File: src/dccb_pkg.sv
`timescale 1ns / 1ps
package dccb_pkg;

    localparam int MAX_COLORS_DEF = 16;
    localparam int COUNT_BITS_DEF = 16;

    // widest values the parameters may take, used for the queue entry
    localparam int ADDR_W     = 6;
    localparam int CNT_W      = 32;
    localparam int FIFO_DEPTH = 4;

    localparam int RGB_W   = 24;
    localparam int CHAN_W  = 8;
    localparam int CIDX_W  = 4;
    localparam int AMT_W   = 16;
    localparam int CREG_W  = 2;
    localparam int COLS_W  = 5;
    localparam int SCALE_W = 9;

    typedef enum logic {
        OP_LOAD  = 1'b0,
        OP_COUNT = 1'b1
    } t_op;

    localparam logic [CREG_W-1:0] REG_COLORS = 2'd0;
    localparam logic [CREG_W-1:0] REG_BLACK  = 2'd1;
    localparam logic [CREG_W-1:0] REG_SCALE  = 2'd2;

    typedef struct packed {
        t_op               op;
        logic              hit;   // index inside the palette
        logic              last;
        logic [ADDR_W-1:0] addr;
        logic [RGB_W-1:0]  color;
        logic [CNT_W-1:0]  amt;   // already saturated to the count width
    } t_cmd;

    typedef struct packed {
        logic full;
        logic empty;
    } t_fifo_stat;

    function automatic logic [CHAN_W-1:0] chan_of(input logic [RGB_W-1:0] rgb,
                                                  input logic [1:0] ch);
        logic [CHAN_W-1:0] c;
        case (ch)
            2'd0:    c = rgb[23:16];
            2'd1:    c = rgb[15:8];
            default: c = rgb[7:0];
        endcase
        return c;
    endfunction

endpackage

File: src/dccb_ifs.sv
`timescale 1ns / 1ps
interface dccb_in_if;
    logic        valid;
    logic        ready;
    logic        op;
    logic [3:0]  color_index;
    logic [23:0] color_value;
    logic [15:0] amount;
    logic        last_of_position;

    modport source (output valid, op, color_index, color_value, amount, last_of_position,
                    input ready);
    modport sink (input valid, op, color_index, color_value, amount, last_of_position,
                  output ready);
endinterface

interface dccb_out_if;
    logic       valid;
    logic       ready;
    logic [7:0] red;
    logic [7:0] green;
    logic [7:0] blue;

    modport source (output valid, red, green, blue, input ready);
    modport sink (input valid, red, green, blue, output ready);
endinterface

interface dccb_cfg_if;
    logic        valid;
    logic        ready;
    logic [1:0]  index;
    logic [23:0] data;

    modport source (output valid, index, data, input ready);
    modport sink (input valid, index, data, output ready);
endinterface

File: src/dccb_front.sv
`timescale 1ns / 1ps
module dccb_front #(
    parameter int MAX_COLORS = dccb_pkg::MAX_COLORS_DEF,
    parameter int COUNT_BITS = dccb_pkg::COUNT_BITS_DEF
) (
    dccb_in_if.sink              i_in,
    input  dccb_pkg::t_fifo_stat i_stat,
    output logic                 o_push,
    output dccb_pkg::t_cmd       o_cmd
);

    localparam logic [31:0] CMAX = (COUNT_BITS >= 32) ? 32'hFFFF_FFFF
                                 : ((32'd1 << COUNT_BITS) - 32'd1);

    logic [31:0] w_amt;

    assign w_amt     = 32'(i_in.amount);
    assign i_in.ready = !i_stat.full;
    assign o_push    = i_in.valid && !i_stat.full;

    always_comb begin
        o_cmd       = '0;
        o_cmd.op    = dccb_pkg::t_op'(i_in.op);
        o_cmd.hit   = (32'(i_in.color_index) < MAX_COLORS);
        o_cmd.last  = i_in.last_of_position && (i_in.op == dccb_pkg::OP_COUNT);
        o_cmd.addr  = dccb_pkg::ADDR_W'(i_in.color_index);
        o_cmd.color = i_in.color_value;
        // counts beyond the storage width saturate
        o_cmd.amt   = (w_amt > CMAX) ? CMAX : w_amt;
    end

endmodule

File: src/dccb_fifo.sv
`timescale 1ns / 1ps
module dccb_fifo (
    input  logic                 i_clk,
    input  logic                 i_rst_n,
    input  logic                 i_push,
    input  dccb_pkg::t_cmd       i_cmd,
    input  logic                 i_pop,
    output dccb_pkg::t_cmd       o_cmd,
    output dccb_pkg::t_fifo_stat o_stat
);

    localparam int DEPTH = dccb_pkg::FIFO_DEPTH;
    localparam int PW    = $clog2(DEPTH);

    dccb_pkg::t_cmd r_mem [DEPTH];
    logic [PW-1:0]  r_wp;
    logic [PW-1:0]  r_rp;
    logic [PW:0]    r_cnt;

    assign o_cmd        = r_mem[r_rp];
    assign o_stat.full  = (r_cnt == (PW+1)'(DEPTH));
    assign o_stat.empty = (r_cnt == '0);

    always_ff @(posedge i_clk) begin
        if (i_push) begin
            r_mem[r_wp] <= i_cmd;
        end
    end

    always_ff @(posedge i_clk) begin
        if (!i_rst_n) begin
            r_wp  <= '0;
            r_rp  <= '0;
            r_cnt <= '0;
        end else begin
            if (i_push) r_wp <= r_wp + 1'b1;
            if (i_pop)  r_rp <= r_rp + 1'b1;
            r_cnt <= r_cnt + (PW+1)'(i_push) - (PW+1)'(i_pop);
        end
    end

endmodule

File: src/dccb_back.sv
`timescale 1ns / 1ps
module dccb_back #(
    parameter int MAX_COLORS = dccb_pkg::MAX_COLORS_DEF,
    parameter int COUNT_BITS = dccb_pkg::COUNT_BITS_DEF
) (
    input  logic                            i_clk,
    input  logic                            i_rst_n,
    input  dccb_pkg::t_cmd                  i_cmd,
    input  logic                            i_cmd_valid,
    output logic                            o_pop,
    input  logic [dccb_pkg::COLS_W-1:0]     i_colors,
    input  logic [dccb_pkg::RGB_W-1:0]      i_black,
    input  logic [dccb_pkg::SCALE_W-1:0]    i_scale,
    dccb_out_if.source                      o_out
);

    localparam int IW = (MAX_COLORS > 1) ? $clog2(MAX_COLORS) : 1;
    localparam int CB = COUNT_BITS;
    localparam int PW = COUNT_BITS + 8;    // product magnitude width
    localparam int RW = COUNT_BITS + 17;   // running sum, signed
    localparam int KW = $clog2(PW + 1);

    typedef enum logic [2:0] {
        S_IDLE, S_RANGE, S_FZ, S_MUL, S_DIV, S_ACC, S_OUT
    } t_state;

    t_state                  r_state;
    logic [23:0]             r_pal   [MAX_COLORS];
    logic [CB-1:0]           r_steps [MAX_COLORS];
    logic [CB-1:0]           r_max   [MAX_COLORS];
    logic [IW-1:0]           r_i;
    logic [1:0]              r_ch;
    logic [7:0]              r_lo  [3];
    logic [7:0]              r_hi  [3];
    logic [7:0]              r_fz  [3];
    logic signed [RW-1:0]    r_res [3];
    logic [PW-1:0]           r_num;
    logic [CB-1:0]           r_rem;
    logic                    r_neg;
    logic [KW-1:0]           r_cnt;
    logic                    r_out_valid;
    logic [7:0]              r_red, r_green, r_blue;

    logic [31:0]             w_ncol, w_nlast32;
    logic [IW-1:0]           w_nlast, w_addr, w_max_addr;
    logic [CB-1:0]           w_max_rd, w_steps_rd;
    logic [23:0]             w_pal_rd;
    logic [7:0]              w_fz [3];
    logic [8:0]              w_sc;
    logic [7:0]              w_c;
    logic signed [8:0]       w_diff;
    logic [7:0]              w_mag;
    logic [PW-1:0]           w_prod;
    logic [CB:0]             w_rem_sh;
    logic                    w_ge;
    logic signed [RW-1:0]    w_q, w_sum;
    logic [7:0]              w_outc [3];

    assign o_pop       = (r_state == S_IDLE) && i_cmd_valid;
    assign o_out.valid = r_out_valid;
    assign o_out.red   = r_red;
    assign o_out.green = r_green;
    assign o_out.blue  = r_blue;

    // colors taking part: zero counts as one, capped at the palette size
    assign w_ncol    = (i_colors == '0) ? 32'd1 : 32'(i_colors);
    assign w_nlast32 = (w_ncol > 32'(MAX_COLORS)) ? 32'(MAX_COLORS - 1) : w_ncol - 32'd1;
    assign w_nlast   = w_nlast32[IW-1:0];

    assign w_addr     = i_cmd.addr[IW-1:0];
    assign w_max_addr = (r_state == S_IDLE) ? w_addr : r_i;
    assign w_max_rd   = r_max[w_max_addr];
    assign w_steps_rd = r_steps[r_i];
    assign w_pal_rd   = r_pal[r_i];

    // fake zero per channel: black + trunc((max - black) * (256 - scale) / 256)
    assign w_sc = (i_scale > 9'd256) ? 9'd0 : 9'(9'd256 - i_scale);
    always_comb begin
        for (int c = 0; c < 3; c++) begin
            logic signed [9:0]  d;
            logic signed [20:0] p;
            logic signed [20:0] q;
            logic [7:0]         blk;
            blk = dccb_pkg::chan_of(i_black, 2'(c));
            d = $signed({2'b00, r_hi[c]}) - $signed({2'b00, blk});
            p = 21'(d) * $signed({12'd0, w_sc});
            q = (p < 0) ? ((p + 21'sd255) >>> 8) : (p >>> 8);
            w_fz[c] = 8'(10'(blk) + q[9:0]);
        end
    end

    assign w_c    = dccb_pkg::chan_of(w_pal_rd, r_ch);
    assign w_diff = $signed({1'b0, w_c}) - $signed({1'b0, r_fz[r_ch]});
    assign w_mag  = (w_diff < 0) ? 8'(-w_diff) : w_diff[7:0];
    assign w_prod = PW'(w_max_rd) * PW'(w_mag);

    assign w_rem_sh = {r_rem, r_num[PW-1]};
    assign w_ge     = (w_rem_sh >= {1'b0, w_steps_rd});

    assign w_q   = r_neg ? -$signed(RW'(r_num)) : $signed(RW'(r_num));
    assign w_sum = r_res[r_ch] + w_q;

    always_comb begin
        for (int c = 0; c < 3; c++) begin
            w_outc[c] = (r_res[c] > $signed(RW'(r_hi[c]))) ? r_hi[c] : r_res[c][7:0];
        end
    end

    always_ff @(posedge i_clk) begin
        if (!i_rst_n) begin
            r_state     <= S_IDLE;
            r_out_valid <= 1'b0;
            for (int k = 0; k < MAX_COLORS; k++) r_max[k] <= '0;
        end else begin
            // the output state reloads the result register itself
            if (o_out.ready && (r_state != S_OUT)) r_out_valid <= 1'b0;
            case (r_state)
                S_IDLE: begin
                    if (i_cmd_valid) begin
                        if (i_cmd.op == dccb_pkg::OP_LOAD) begin
                            if (i_cmd.hit) begin
                                r_pal[w_addr]   <= i_cmd.color;
                                r_steps[w_addr] <= i_cmd.amt[CB-1:0];
                            end
                        end else begin
                            if (i_cmd.hit && (i_cmd.amt[CB-1:0] > w_max_rd)) begin
                                r_max[w_addr] <= i_cmd.amt[CB-1:0];
                            end
                            if (i_cmd.last) begin
                                r_i <= '0;
                                for (int c = 0; c < 3; c++) begin
                                    r_lo[c] <= 8'hFF;
                                    r_hi[c] <= 8'h00;
                                end
                                r_state <= S_RANGE;
                            end
                        end
                    end
                end
                S_RANGE: begin
                    for (int c = 0; c < 3; c++) begin
                        if (dccb_pkg::chan_of(w_pal_rd, 2'(c)) < r_lo[c])
                            r_lo[c] <= dccb_pkg::chan_of(w_pal_rd, 2'(c));
                        if (dccb_pkg::chan_of(w_pal_rd, 2'(c)) > r_hi[c])
                            r_hi[c] <= dccb_pkg::chan_of(w_pal_rd, 2'(c));
                    end
                    if (r_i == w_nlast) begin
                        r_state <= S_FZ;
                    end else begin
                        r_i <= r_i + 1'b1;
                    end
                end
                S_FZ: begin
                    for (int c = 0; c < 3; c++) begin
                        r_fz[c]  <= w_fz[c];
                        r_res[c] <= $signed(RW'(w_fz[c]));
                    end
                    r_i     <= '0;
                    r_ch    <= 2'd0;
                    r_state <= S_MUL;
                end
                S_MUL: begin
                    r_neg <= (w_diff < 0);
                    r_rem <= '0;
                    r_cnt <= KW'(PW - 1);
                    if ((w_steps_rd == '0) || (w_prod == '0)) begin
                        r_num   <= '0;
                        r_state <= S_ACC;
                    end else begin
                        r_num   <= w_prod;
                        r_state <= S_DIV;
                    end
                end
                S_DIV: begin
                    r_rem <= w_ge ? CB'(w_rem_sh - {1'b0, w_steps_rd}) : w_rem_sh[CB-1:0];
                    r_num <= {r_num[PW-2:0], w_ge};
                    r_cnt <= r_cnt - 1'b1;
                    if (r_cnt == '0) r_state <= S_ACC;
                end
                S_ACC: begin
                    r_res[r_ch] <= (w_sum < $signed(RW'(r_lo[r_ch]))) ?
                                   $signed(RW'(r_lo[r_ch])) : w_sum;
                    if (r_ch == 2'd2) begin
                        r_ch <= 2'd0;
                        if (r_i == w_nlast) begin
                            r_state <= S_OUT;
                        end else begin
                            r_i     <= r_i + 1'b1;
                            r_state <= S_MUL;
                        end
                    end else begin
                        r_ch    <= r_ch + 1'b1;
                        r_state <= S_MUL;
                    end
                end
                S_OUT: begin
                    if (!r_out_valid || o_out.ready) begin
                        r_out_valid <= 1'b1;
                        r_red       <= w_outc[0];
                        r_green     <= w_outc[1];
                        r_blue      <= w_outc[2];
                        for (int k = 0; k < MAX_COLORS; k++) r_max[k] <= '0;
                        r_state <= S_IDLE;
                    end
                end
                default: r_state <= S_IDLE;
            endcase
        end
    end

endmodule

File: src/dot_count_color_blend_core.sv
`timescale 1ns / 1ps
// channel  | dir | transfer when        | payload
// i_in     | in  | valid && ready       | op, color_index, color_value, amount, last_of_position
// o_out    | out | valid && ready       | red, green, blue
// i_cfg    | in  | valid (ready high)   | index, data
//
// load items and plain count items are taken in the idle state of the back end
// a position end walks the palette once for min/max, then for each color in
// use and each channel does one multiply and a restoring divide of
// COUNT_BITS+8 quotient bits, skipped when the product or the step count is zero
// the divider is shared by all colors and channels
// a four-entry queue parts the front from the back, the result register
// holds a blend while the next items queue up
// reset is synchronous, active low; config registers reset to 16 / 0 / 0
module dot_count_color_blend_core #(
    parameter int MAX_COLORS = dccb_pkg::MAX_COLORS_DEF,
    parameter int COUNT_BITS = dccb_pkg::COUNT_BITS_DEF
) (
    input  logic       i_clk,
    input  logic       i_rst_n,
    dccb_in_if.sink    i_in,
    dccb_out_if.source o_out,
    dccb_cfg_if.sink   i_cfg
);

    // configuration registers
    logic [dccb_pkg::COLS_W-1:0]  r_colors;
    logic [dccb_pkg::RGB_W-1:0]   r_black;
    logic [dccb_pkg::SCALE_W-1:0] r_scale;

    // front to queue to back
    logic                 w_push;
    logic                 w_pop;
    dccb_pkg::t_cmd       w_front_cmd;
    dccb_pkg::t_cmd       w_back_cmd;
    dccb_pkg::t_fifo_stat w_stat;

    // config writes are always taken
    assign i_cfg.ready = 1'b1;

    always_ff @(posedge i_clk) begin
        if (!i_rst_n) begin
            r_colors <= 5'd16;
            r_black  <= '0;
            r_scale  <= '0;
        end else if (i_cfg.valid) begin
            case (i_cfg.index)
                dccb_pkg::REG_COLORS: r_colors <= i_cfg.data[dccb_pkg::COLS_W-1:0];
                dccb_pkg::REG_BLACK:  r_black  <= i_cfg.data;
                dccb_pkg::REG_SCALE:  r_scale  <= i_cfg.data[dccb_pkg::SCALE_W-1:0];
                default: ;  // unused index, write dropped
            endcase
        end
    end

    // front: classifies items and saturates counts
    dccb_front #(
        .MAX_COLORS(MAX_COLORS),
        .COUNT_BITS(COUNT_BITS)
    ) u_front (
        .i_in   (i_in),
        .i_stat (w_stat),
        .o_push (w_push),
        .o_cmd  (w_front_cmd)
    );

    // short queue so front and back stall independently
    dccb_fifo u_fifo (
        .i_clk   (i_clk),
        .i_rst_n (i_rst_n),
        .i_push  (w_push),
        .i_cmd   (w_front_cmd),
        .i_pop   (w_pop),
        .o_cmd   (w_back_cmd),
        .o_stat  (w_stat)
    );

    // back: stores, per-position maxima and the blend sequencer
    dccb_back #(
        .MAX_COLORS(MAX_COLORS),
        .COUNT_BITS(COUNT_BITS)
    ) u_back (
        .i_clk       (i_clk),
        .i_rst_n     (i_rst_n),
        .i_cmd       (w_back_cmd),
        .i_cmd_valid (!w_stat.empty),
        .o_pop       (w_pop),
        .i_colors    (r_colors),
        .i_black     (r_black),
        .i_scale     (r_scale),
        .o_out       (o_out)
    );

    a_no_push_full: assert property (@(posedge i_clk) disable iff (!i_rst_n)
        w_push |-> !w_stat.full)
        else $error("queue written while full");

    a_no_pop_empty: assert property (@(posedge i_clk) disable iff (!i_rst_n)
        w_pop |-> !w_stat.empty)
        else $error("queue read while empty");

    a_stat_sane: assert property (@(posedge i_clk) disable iff (!i_rst_n)
        !(w_stat.full && w_stat.empty))
        else $error("queue full and empty at once");

endmodule
File: src/flat_wrapper.sv
// flat-port wrapper written by rule: the top's interface ports become plain ports
module dot_count_color_blend_core_flat 
#(
    parameter int MAX_COLORS = dccb_pkg::MAX_COLORS_DEF,
    parameter int COUNT_BITS = dccb_pkg::COUNT_BITS_DEF
)
  (i_clk, i_rst_n, i_in_valid, i_in_op, i_in_color_index, i_in_color_value, i_in_amount, i_in_last_of_position, i_in_ready, o_out_valid, o_out_red, o_out_green, o_out_blue, o_out_ready, i_cfg_valid, i_cfg_index, i_cfg_data, i_cfg_ready);
  dccb_in_if i_in_i ();
  dccb_out_if o_out_i ();
  dccb_cfg_if i_cfg_i ();
  input  logic i_clk;
  input  logic i_rst_n;
  input wire logic [$bits(i_in_i.valid)-1:0] i_in_valid;
  input wire logic [$bits(i_in_i.op)-1:0] i_in_op;
  input wire logic [$bits(i_in_i.color_index)-1:0] i_in_color_index;
  input wire logic [$bits(i_in_i.color_value)-1:0] i_in_color_value;
  input wire logic [$bits(i_in_i.amount)-1:0] i_in_amount;
  input wire logic [$bits(i_in_i.last_of_position)-1:0] i_in_last_of_position;
  output wire logic [$bits(i_in_i.ready)-1:0] i_in_ready;
  output wire logic [$bits(o_out_i.valid)-1:0] o_out_valid;
  output wire logic [$bits(o_out_i.red)-1:0] o_out_red;
  output wire logic [$bits(o_out_i.green)-1:0] o_out_green;
  output wire logic [$bits(o_out_i.blue)-1:0] o_out_blue;
  input wire logic [$bits(o_out_i.ready)-1:0] o_out_ready;
  input wire logic [$bits(i_cfg_i.valid)-1:0] i_cfg_valid;
  input wire logic [$bits(i_cfg_i.index)-1:0] i_cfg_index;
  input wire logic [$bits(i_cfg_i.data)-1:0] i_cfg_data;
  output wire logic [$bits(i_cfg_i.ready)-1:0] i_cfg_ready;
  assign i_in_i.valid = i_in_valid;
  assign i_in_i.op = i_in_op;
  assign i_in_i.color_index = i_in_color_index;
  assign i_in_i.color_value = i_in_color_value;
  assign i_in_i.amount = i_in_amount;
  assign i_in_i.last_of_position = i_in_last_of_position;
  assign i_in_ready = i_in_i.ready;
  assign o_out_valid = o_out_i.valid;
  assign o_out_red = o_out_i.red;
  assign o_out_green = o_out_i.green;
  assign o_out_blue = o_out_i.blue;
  assign o_out_i.ready = o_out_ready;
  assign i_cfg_i.valid = i_cfg_valid;
  assign i_cfg_i.index = i_cfg_index;
  assign i_cfg_i.data = i_cfg_data;
  assign i_cfg_ready = i_cfg_i.ready;
  dot_count_color_blend_core #(.MAX_COLORS(MAX_COLORS), .COUNT_BITS(COUNT_BITS)) u_core (.i_clk(i_clk), .i_rst_n(i_rst_n), .i_in(i_in_i), .o_out(o_out_i), .i_cfg(i_cfg_i));
endmodule
File: config.mk
export PLATFORM = sky130hd
export DESIGN_NAME = dot_count_color_blend_core_flat
export DESIGN_NICKNAME = d
export VERILOG_FILES = /design/src/dccb_pkg.sv /design/src/dccb_ifs.sv /design/src/dccb_front.sv /design/src/dccb_fifo.sv /design/src/dccb_back.sv /design/src/dot_count_color_blend_core.sv /design/src/flat_wrapper.sv
export SDC_FILE = /design/constraint.sdc
export NUM_CORES = 2
export LEC_CHECK = 0
export BUFFER_PORTS_ARGS = -buffer_cell sky130_fd_sc_hd__buf_2
export CORE_ASPECT_RATIO = 1.2
export CORE_MARGIN = 2
export CORE_UTILIZATION = 50
export CTS_CLUSTER_DIAMETER = 30
export CTS_CLUSTER_SIZE = 20
export DETAILED_ROUTE_END_ITERATION = 8
export GPL_TIMING_DRIVEN = 0
export MAX_ROUTING_LAYER = met4
export PLACE_DENSITY = 0.66
export SYNTH_ARGS = -nofsm -noshare
export SYNTH_HDL_FRONTEND = slang
export SYNTH_HIERARCHICAL = 1
export SYNTH_SLANG_ARGS = --single-unit
export TNS_END_PERCENT = 30
File: constraint.sdc
create_clock -name i_clk -period 10.5 [get_ports i_clk]
set_input_delay 1.575 -clock i_clk [delete_from_list [all_inputs] [get_ports i_clk]]
set_output_delay 1.575 -clock i_clk [all_outputs]
set_load 0.01 [all_outputs]
; Word-level counts from Yosys, hierarchy flattened
; Memory sizes are Yosys's and may differ from the RTL's. A register that Yosys moved wholly into a read port is not among the register bits.
; Cells that the tools add are included.
[word_totals]
regBits = 125
input_bits = 77
word_cells = 300
mem_bits_rw = 1251
output_inout_bits = 27
mem_count = 8
[op_classes]
n_bitwise = 22
n_reduce_logical = 32
n_mux = 155
eq_ne = 20
addsub = 23
n_lt_le_gt_ge = 19
multipliers = 4
[mem_list]
columns = memory, words, word_bits, read_ports, rd_ports_with_merged_regs, wr, line_no
row1 = u_core.u_back.r_pal, 16, 24, 1, 1, 1, dccb_back.sv:28  ; logic [23:0] r_pal [MAX_COLORS];
row2 = u_core.u_back.r_max, 16, 16, 1, 0, 16, dccb_back.sv:30  ; logic [CB-1:0] r_max [MAX_COLORS];
row3 = u_core.u_back.r_steps, 16, 16, 1, 1, 1, dccb_back.sv:29  ; logic [CB-1:0] r_steps [MAX_COLORS];
row4 = u_core.u_fifo.r_mem, 4, 46, 1, 1, 1, dccb_fifo.sv:15  ; dccb_pkg::t_cmd r_mem [DEPTH];
row5 = u_core.u_back.r_res, 3, 33, 4, 1, 3, dccb_back.sv:36  ; logic signed [RW-1:0] r_res [3];
row6 = u_core.u_back.r_fz, 3, 8, 1, 1, 3, dccb_back.sv:35  ; logic [7:0] r_fz [3];
row7 = +2 memories, n/a, n/a, n/a, n/a, n/a, n/a
[op_table]
columns = cell, n
row1 = two-way mux 16 bit, 19
row2 = two-way mux 8 bit, 37
row3 = > comparator 33 x 9 -> 1 bit, 3
row4 = two-way mux 33 bit, 3
row5 = two-way mux 1 bit, 61
row6 = < comparator 19 x 1 -> 1 bit (second input constant), 3
row7 = multiplier 9 x 10 -> 19 bit, 3
row8 = adder 16 x 9 -> 16 bit (second input constant), 3
row9 = case mux 24 bit (2 select lines), 1
row10 = two-way mux 4 bit, 10
row11 = subtractor 8 x 8 -> 9 bit, 4
row12 = adder 33 bit, 1
row13 = < comparator 33 x 9 -> 1 bit, 1
row14 = negator 24 -> 33 bit, 1
row15 = OR reduction 33 bit, 1
row16 = case mux 16 bit (2 select lines), 1
row17 = adder 8 bit, 3
row18 = > comparator 8 bit, 3
row19 = zero test 24 bit, 1
row20 = < comparator 8 bit, 3
row21 = multiplier 16 x 8 -> 24 bit, 1
row22 = two-way mux 24 bit, 1
row23 = two-way mux 3 bit, 8
row24 = OR 1 bit, 22
row25 = other kinds (45), 81

; Longest topological paths before layout
; An unclocked memory read counts as a cell.
[depth]
ltp_word = 13
ltp_mapped = 40
mapped_depth_nobuf = 38

; Hierarchy
; Netlist, hierarchy kept.
[modules_own_cells]
columns = module, cells_each, area_each_um2, seq_area_each_um2, n_inst
row1 = dccb_back, 5475, 69477.9, 35514.1, 1
row2 = dccb_fifo, 382, 9867.0, 7987.7, 1
row3 = dot_count_color_blend_core, 157, 1486.4, 760.7, 1
row4 = dccb_front, 69, 504.2, 0.0, 1

; Worst setup path after synthesis
; OpenSTA, ideal clock, no wires.
[synth_timing]
kind = flip-flop to flip-flop
from = reg (tool-made name)
to = reg u_core.u_back.r_state[0]
n_path_buf = 7
t_arrival_ns = 9.476
period_less_slack_ns = 9.590
stages_incl_launch_ff = 37
required_ns = 10.385
setup_ns = 0.115
path_slack_ns = 0.910
cell_sequence = dfxtp_1 -> buf_6 -> buf_6 -> buf_6 -> buf_2 -> buf_2 -> buf_2 -> mux4_2 -> mux4_2 -> mux2i_1 -> o21ai_0 -> ha_1 -> nor2b_1 -> o21ai_0 -> a21boi_0 -> o21ai_0 -> a21boi_0 -> o21ai_1 -> nor3b_1 -> xor2_1 -> clkbuf_1 -> nor2_1 -> fa_1 -> inv_1 -> fa_1 -> fa_1 -> fa_1 -> inv_1 -> ha_1 -> a2111o_1 -> o211ai_1 -> a211oi_1 -> o31a_1 -> or3_1 -> and4_1 -> nor4b_1 -> o21a_1
[synth_lines]
columns = item, line_no
row1 = "end signal, assigned", dccb_back.sv:111  ; r_state <= S_IDLE;
row2 = "end signal, assigned", dccb_back.sv:135  ; r_state <= S_RANGE;
row3 = "end signal, assigned", dccb_back.sv:148  ; r_state <= S_FZ;
row4 = "end, declared", dccb_back.sv:27  ; t_state r_state;

==> impl_metrics.env <==
export IMPL_outcome="finished clean"
export IMPL_antenna_found_initial=6
export IMPL_setup_violations=0
export IMPL_start_util_pct=50.3
export IMPL_synth_avg_cell_area_um2=13.2
export IMPL_clkLatencyLatePin_ns=0.92
export IMPL_n_fill_cell=12300
export IMPL_cp_arrival_ns=10.94
export IMPL_drtIter0Drc=4198
export IMPL_critical_path_buf_inv_count=6
export IMPL_rsz0062_at_grt="yes"
export IMPL_clock_path_buffers=3
export IMPL_worst_slew_pin_slew_ns=1.32
export IMPL_clkSinkCount=1421
export IMPL_core_area_mm2=0.156
export IMPL_whs_ns=0.473
export IMPL_r2r_end="u_core/u_back/r_state[0]$_SDFFE_PN0P_"
export IMPL_via_count=50600
export IMPL_finalHoldViolations=0
export IMPL_hp_class="reg -> reg"
export IMPL_die_width_um=366
export IMPL_place_ws_ns=-1.71
export IMPL_netlist_instances=5972
export IMPL_hold_end="u_core/r_scale[8]$_SDFFE_PN0P_"
export IMPL_syn_area_mm2=0.0786
export IMPL_fin_crit_sh_pct=97.7
export IMPL_finalClockSkew_ns=0.133
export IMPL_crit_path_end_kind="register"
export IMPL_die_height_um=438
export IMPL_fin_ws_ns=0.240
export IMPL_nets=7070
export IMPL_cpPeakStageDelay_ns=0.64
export IMPL_drc=0
export IMPL_synthToLayoutAreaGrowth_pct=16.2
export IMPL_grt_pass1_vias=52300
export IMPL_htree_levels=4
export IMPL_cp_common_cell="fa_1"
export IMPL_critPathKind="reg -> reg"
export IMPL_wl_per_cell_um=24.6
export IMPL_r2r_cells=32
export IMPL_cp_top_family="adder cells"
export IMPL_rows=159
export IMPL_r2r_setup_slack_ns=0.24
export IMPL_die_area_mm2=0.160
export IMPL_grt_pass1_wl_mm=319
export IMPL_detail_route_antenna_nets=0
export IMPL_cp_slowest_cell="mux4_2"
export IMPL_period_needed_ns=10.26
export IMPL_overflow=0
export IMPL_dp_hpwl_mm=152
export IMPL_critPathMaxFanout=19
export IMPL_required_ns=11.18
export IMPL_ys_warn_count=6
export IMPL_place_congestion=0.931
export IMPL_fmax_mhz=97.5
export IMPL_critPathLaunchType="register"
export IMPL_cap_violations=0
export IMPL_io_pins=104
export IMPL_wirelength_mm=213
export IMPL_worstHoldStart="u_core/r_scale[8]$_SDFFE_PN0P_"
export IMPL_track_usage_pct=27.4
export IMPL_clk_pin_slew_ns=0.06
export IMPL_port_buffer_count=58
export IMPL_cts_buffers=240
export IMPL_drive_above_1_share_pct=17.1
export IMPL_relSlewSlack_pct=10.7
export IMPL_viasPerCell=5.85
export IMPL_synthesis_nets=6708
export IMPL_drt_pre_antenna_iters=5
export IMPL_cts_root_buf="clkbuf_16"
export IMPL_grt_max_degree=34
export IMPL_cts_tree="yes"
export IMPL_hold_depth=2
export IMPL_slew_viol_final=0
==> flip-flops by register name, indices dropped and copies added (netlist names), 3 cells and up, named ones only <==
signal                     flops
u_core/u_back/o_out.blue       8
u_core/u_back/r_pal          384
u_core/u_back/r_num           24
u_core/u_back/o_out.red        8
u_core/u_fifo/r_mem          188
u_core/u_back/r_fz            24
u_core/u_back/r_max          256
u_core/u_back/r_i              4
u_core/u_back/r_hi            24
u_core/u_back/r_cnt            5
u_core/u_back/o_out.green      8
u_core/u_fifo/r_cnt            3
u_core/r_black                24
u_core/u_back/r_state          3
u_core/u_back/r_lo            24
u_core/r_colors                5
u_core/u_back/r_rem           16
u_core/u_back/r_res          132
u_core/r_scale                 9
u_core/u_back/r_steps        256
==> metrics by stage <==
step | util (%) | area [um2] | instances | setup TNS, ns
after floorplan | - | 78600 | 5972 | 0
after global placement | 52.1 | 81500 | 8123 | -14.71
after detailed placement | 52.8 | 82500 | 8176 | -18.30
after CTS | 58.3 | 91200 | 8638 | 0
after global routing | 58.4 | 91300 | 8645 | -0.170
final | 58.4 | 91300 | 8645 | 0
==> cells in the final DEF, fill, tap and decap left out, types with 32 or more instances in the layout <==
cell type / n
clkbuf_16: 240
edfxtp_1: 1364
o21a_1: 50
mux2_2: 46
nand2b_1: 60
nand4_1: 36
nor3_1: 63
nand3_1: 46
buf_4: 79
o21ai_0: 103
a31oi_1: 44
mux4_2: 276
a21oi_1: 162
dfxtp_1: 57
xor2_1: 61
buf_2: 85
clkbuf_1: 209
a21o_1: 93
nor2_1: 365
xnor2_1: 123
inv_1: 462
ha_1: 415
and2_1: 354
nor2b_1: 34
fa_1: 244
or2_2: 89
nand2_1: 503
a211oi_1: 92
mux2i_1: 102
clkinvlp_4: 43
bufinv_16: 32
==> metal layers <==
layer	track usage (%)	part of all wire, %	wire, um
met5	-	0	0
met4	11.3	4.2	8830
met3	3.96	6.4	13600
met2	47.0	51	109000
met1	32.4	38	81000
==> worst register-to-register path: cells and delay by family, from the launching register on <==
| kind | cells | cell delay (ns) |
|---|---|---|
| AOI/OAI and AO/OA | 8 | 1.93 |
| xor gates and xnor gates | 1 | 0.22 |
| adders and majority gates | 6 | 2.86 |
| buffers and inverters | 6 | 1.56 |
| DFF | 1 | 0.50 |
| muxes | 3 | 1.23 |
| and+or+nand+nor | 8 | 1.75 |
==> how the worst max path moves through the flow <==
stage             start                                     to  slack (ns)  cells past startpoint
2_1_floorplan  register  u_core/u_back/r_state[0]$_SDFFE_PN0P_        0.91                     36
3_3_place_gp   register  u_core/u_back/r_state[0]$_SDFFE_PN0P_       -1.55                     35
3_5_place_dp   register  u_core/u_back/r_state[0]$_SDFFE_PN0P_       -1.71                     35
6_report       register  u_core/u_back/r_state[0]$_SDFFE_PN0P_        0.24                     32
5_1_grt        register  u_core/u_back/r_state[0]$_SDFFE_PN0P_       -0.17                     33
4_1_cts        register  u_core/u_back/r_state[0]$_SDFFE_PN0P_        0.01                     35
==> layout make-up <==
type,instances,area (um2),share of cell area [%]
Sequential cell,1421,42100,46.1
Clock buffer,269,6110,6.70
Timing Repair Buffer,123,1220,1.33
Multi-Input combinational cell,3763,33500,36.7
Antenna cell,2,5.00,0.00548
Buffer,321,1670,1.82
Tap cell,2093,2620,2.87
Clock inverter,189,2360,2.59
Inverter,464,1740,1.91
==> what timing repair did <==
item / 4_1_cts / 5_1_grt
setup endpoints to repair: 19 / 11
gates resized for setup: 53 / 30
pin swaps: 3 / 3
hold buffers: 0 / 0
buffers inserted: 6 / 6
Power is left out: the tool's default activity adds up to more than one toggle a clock period on the data nets, which glitch-free logic cannot reach.
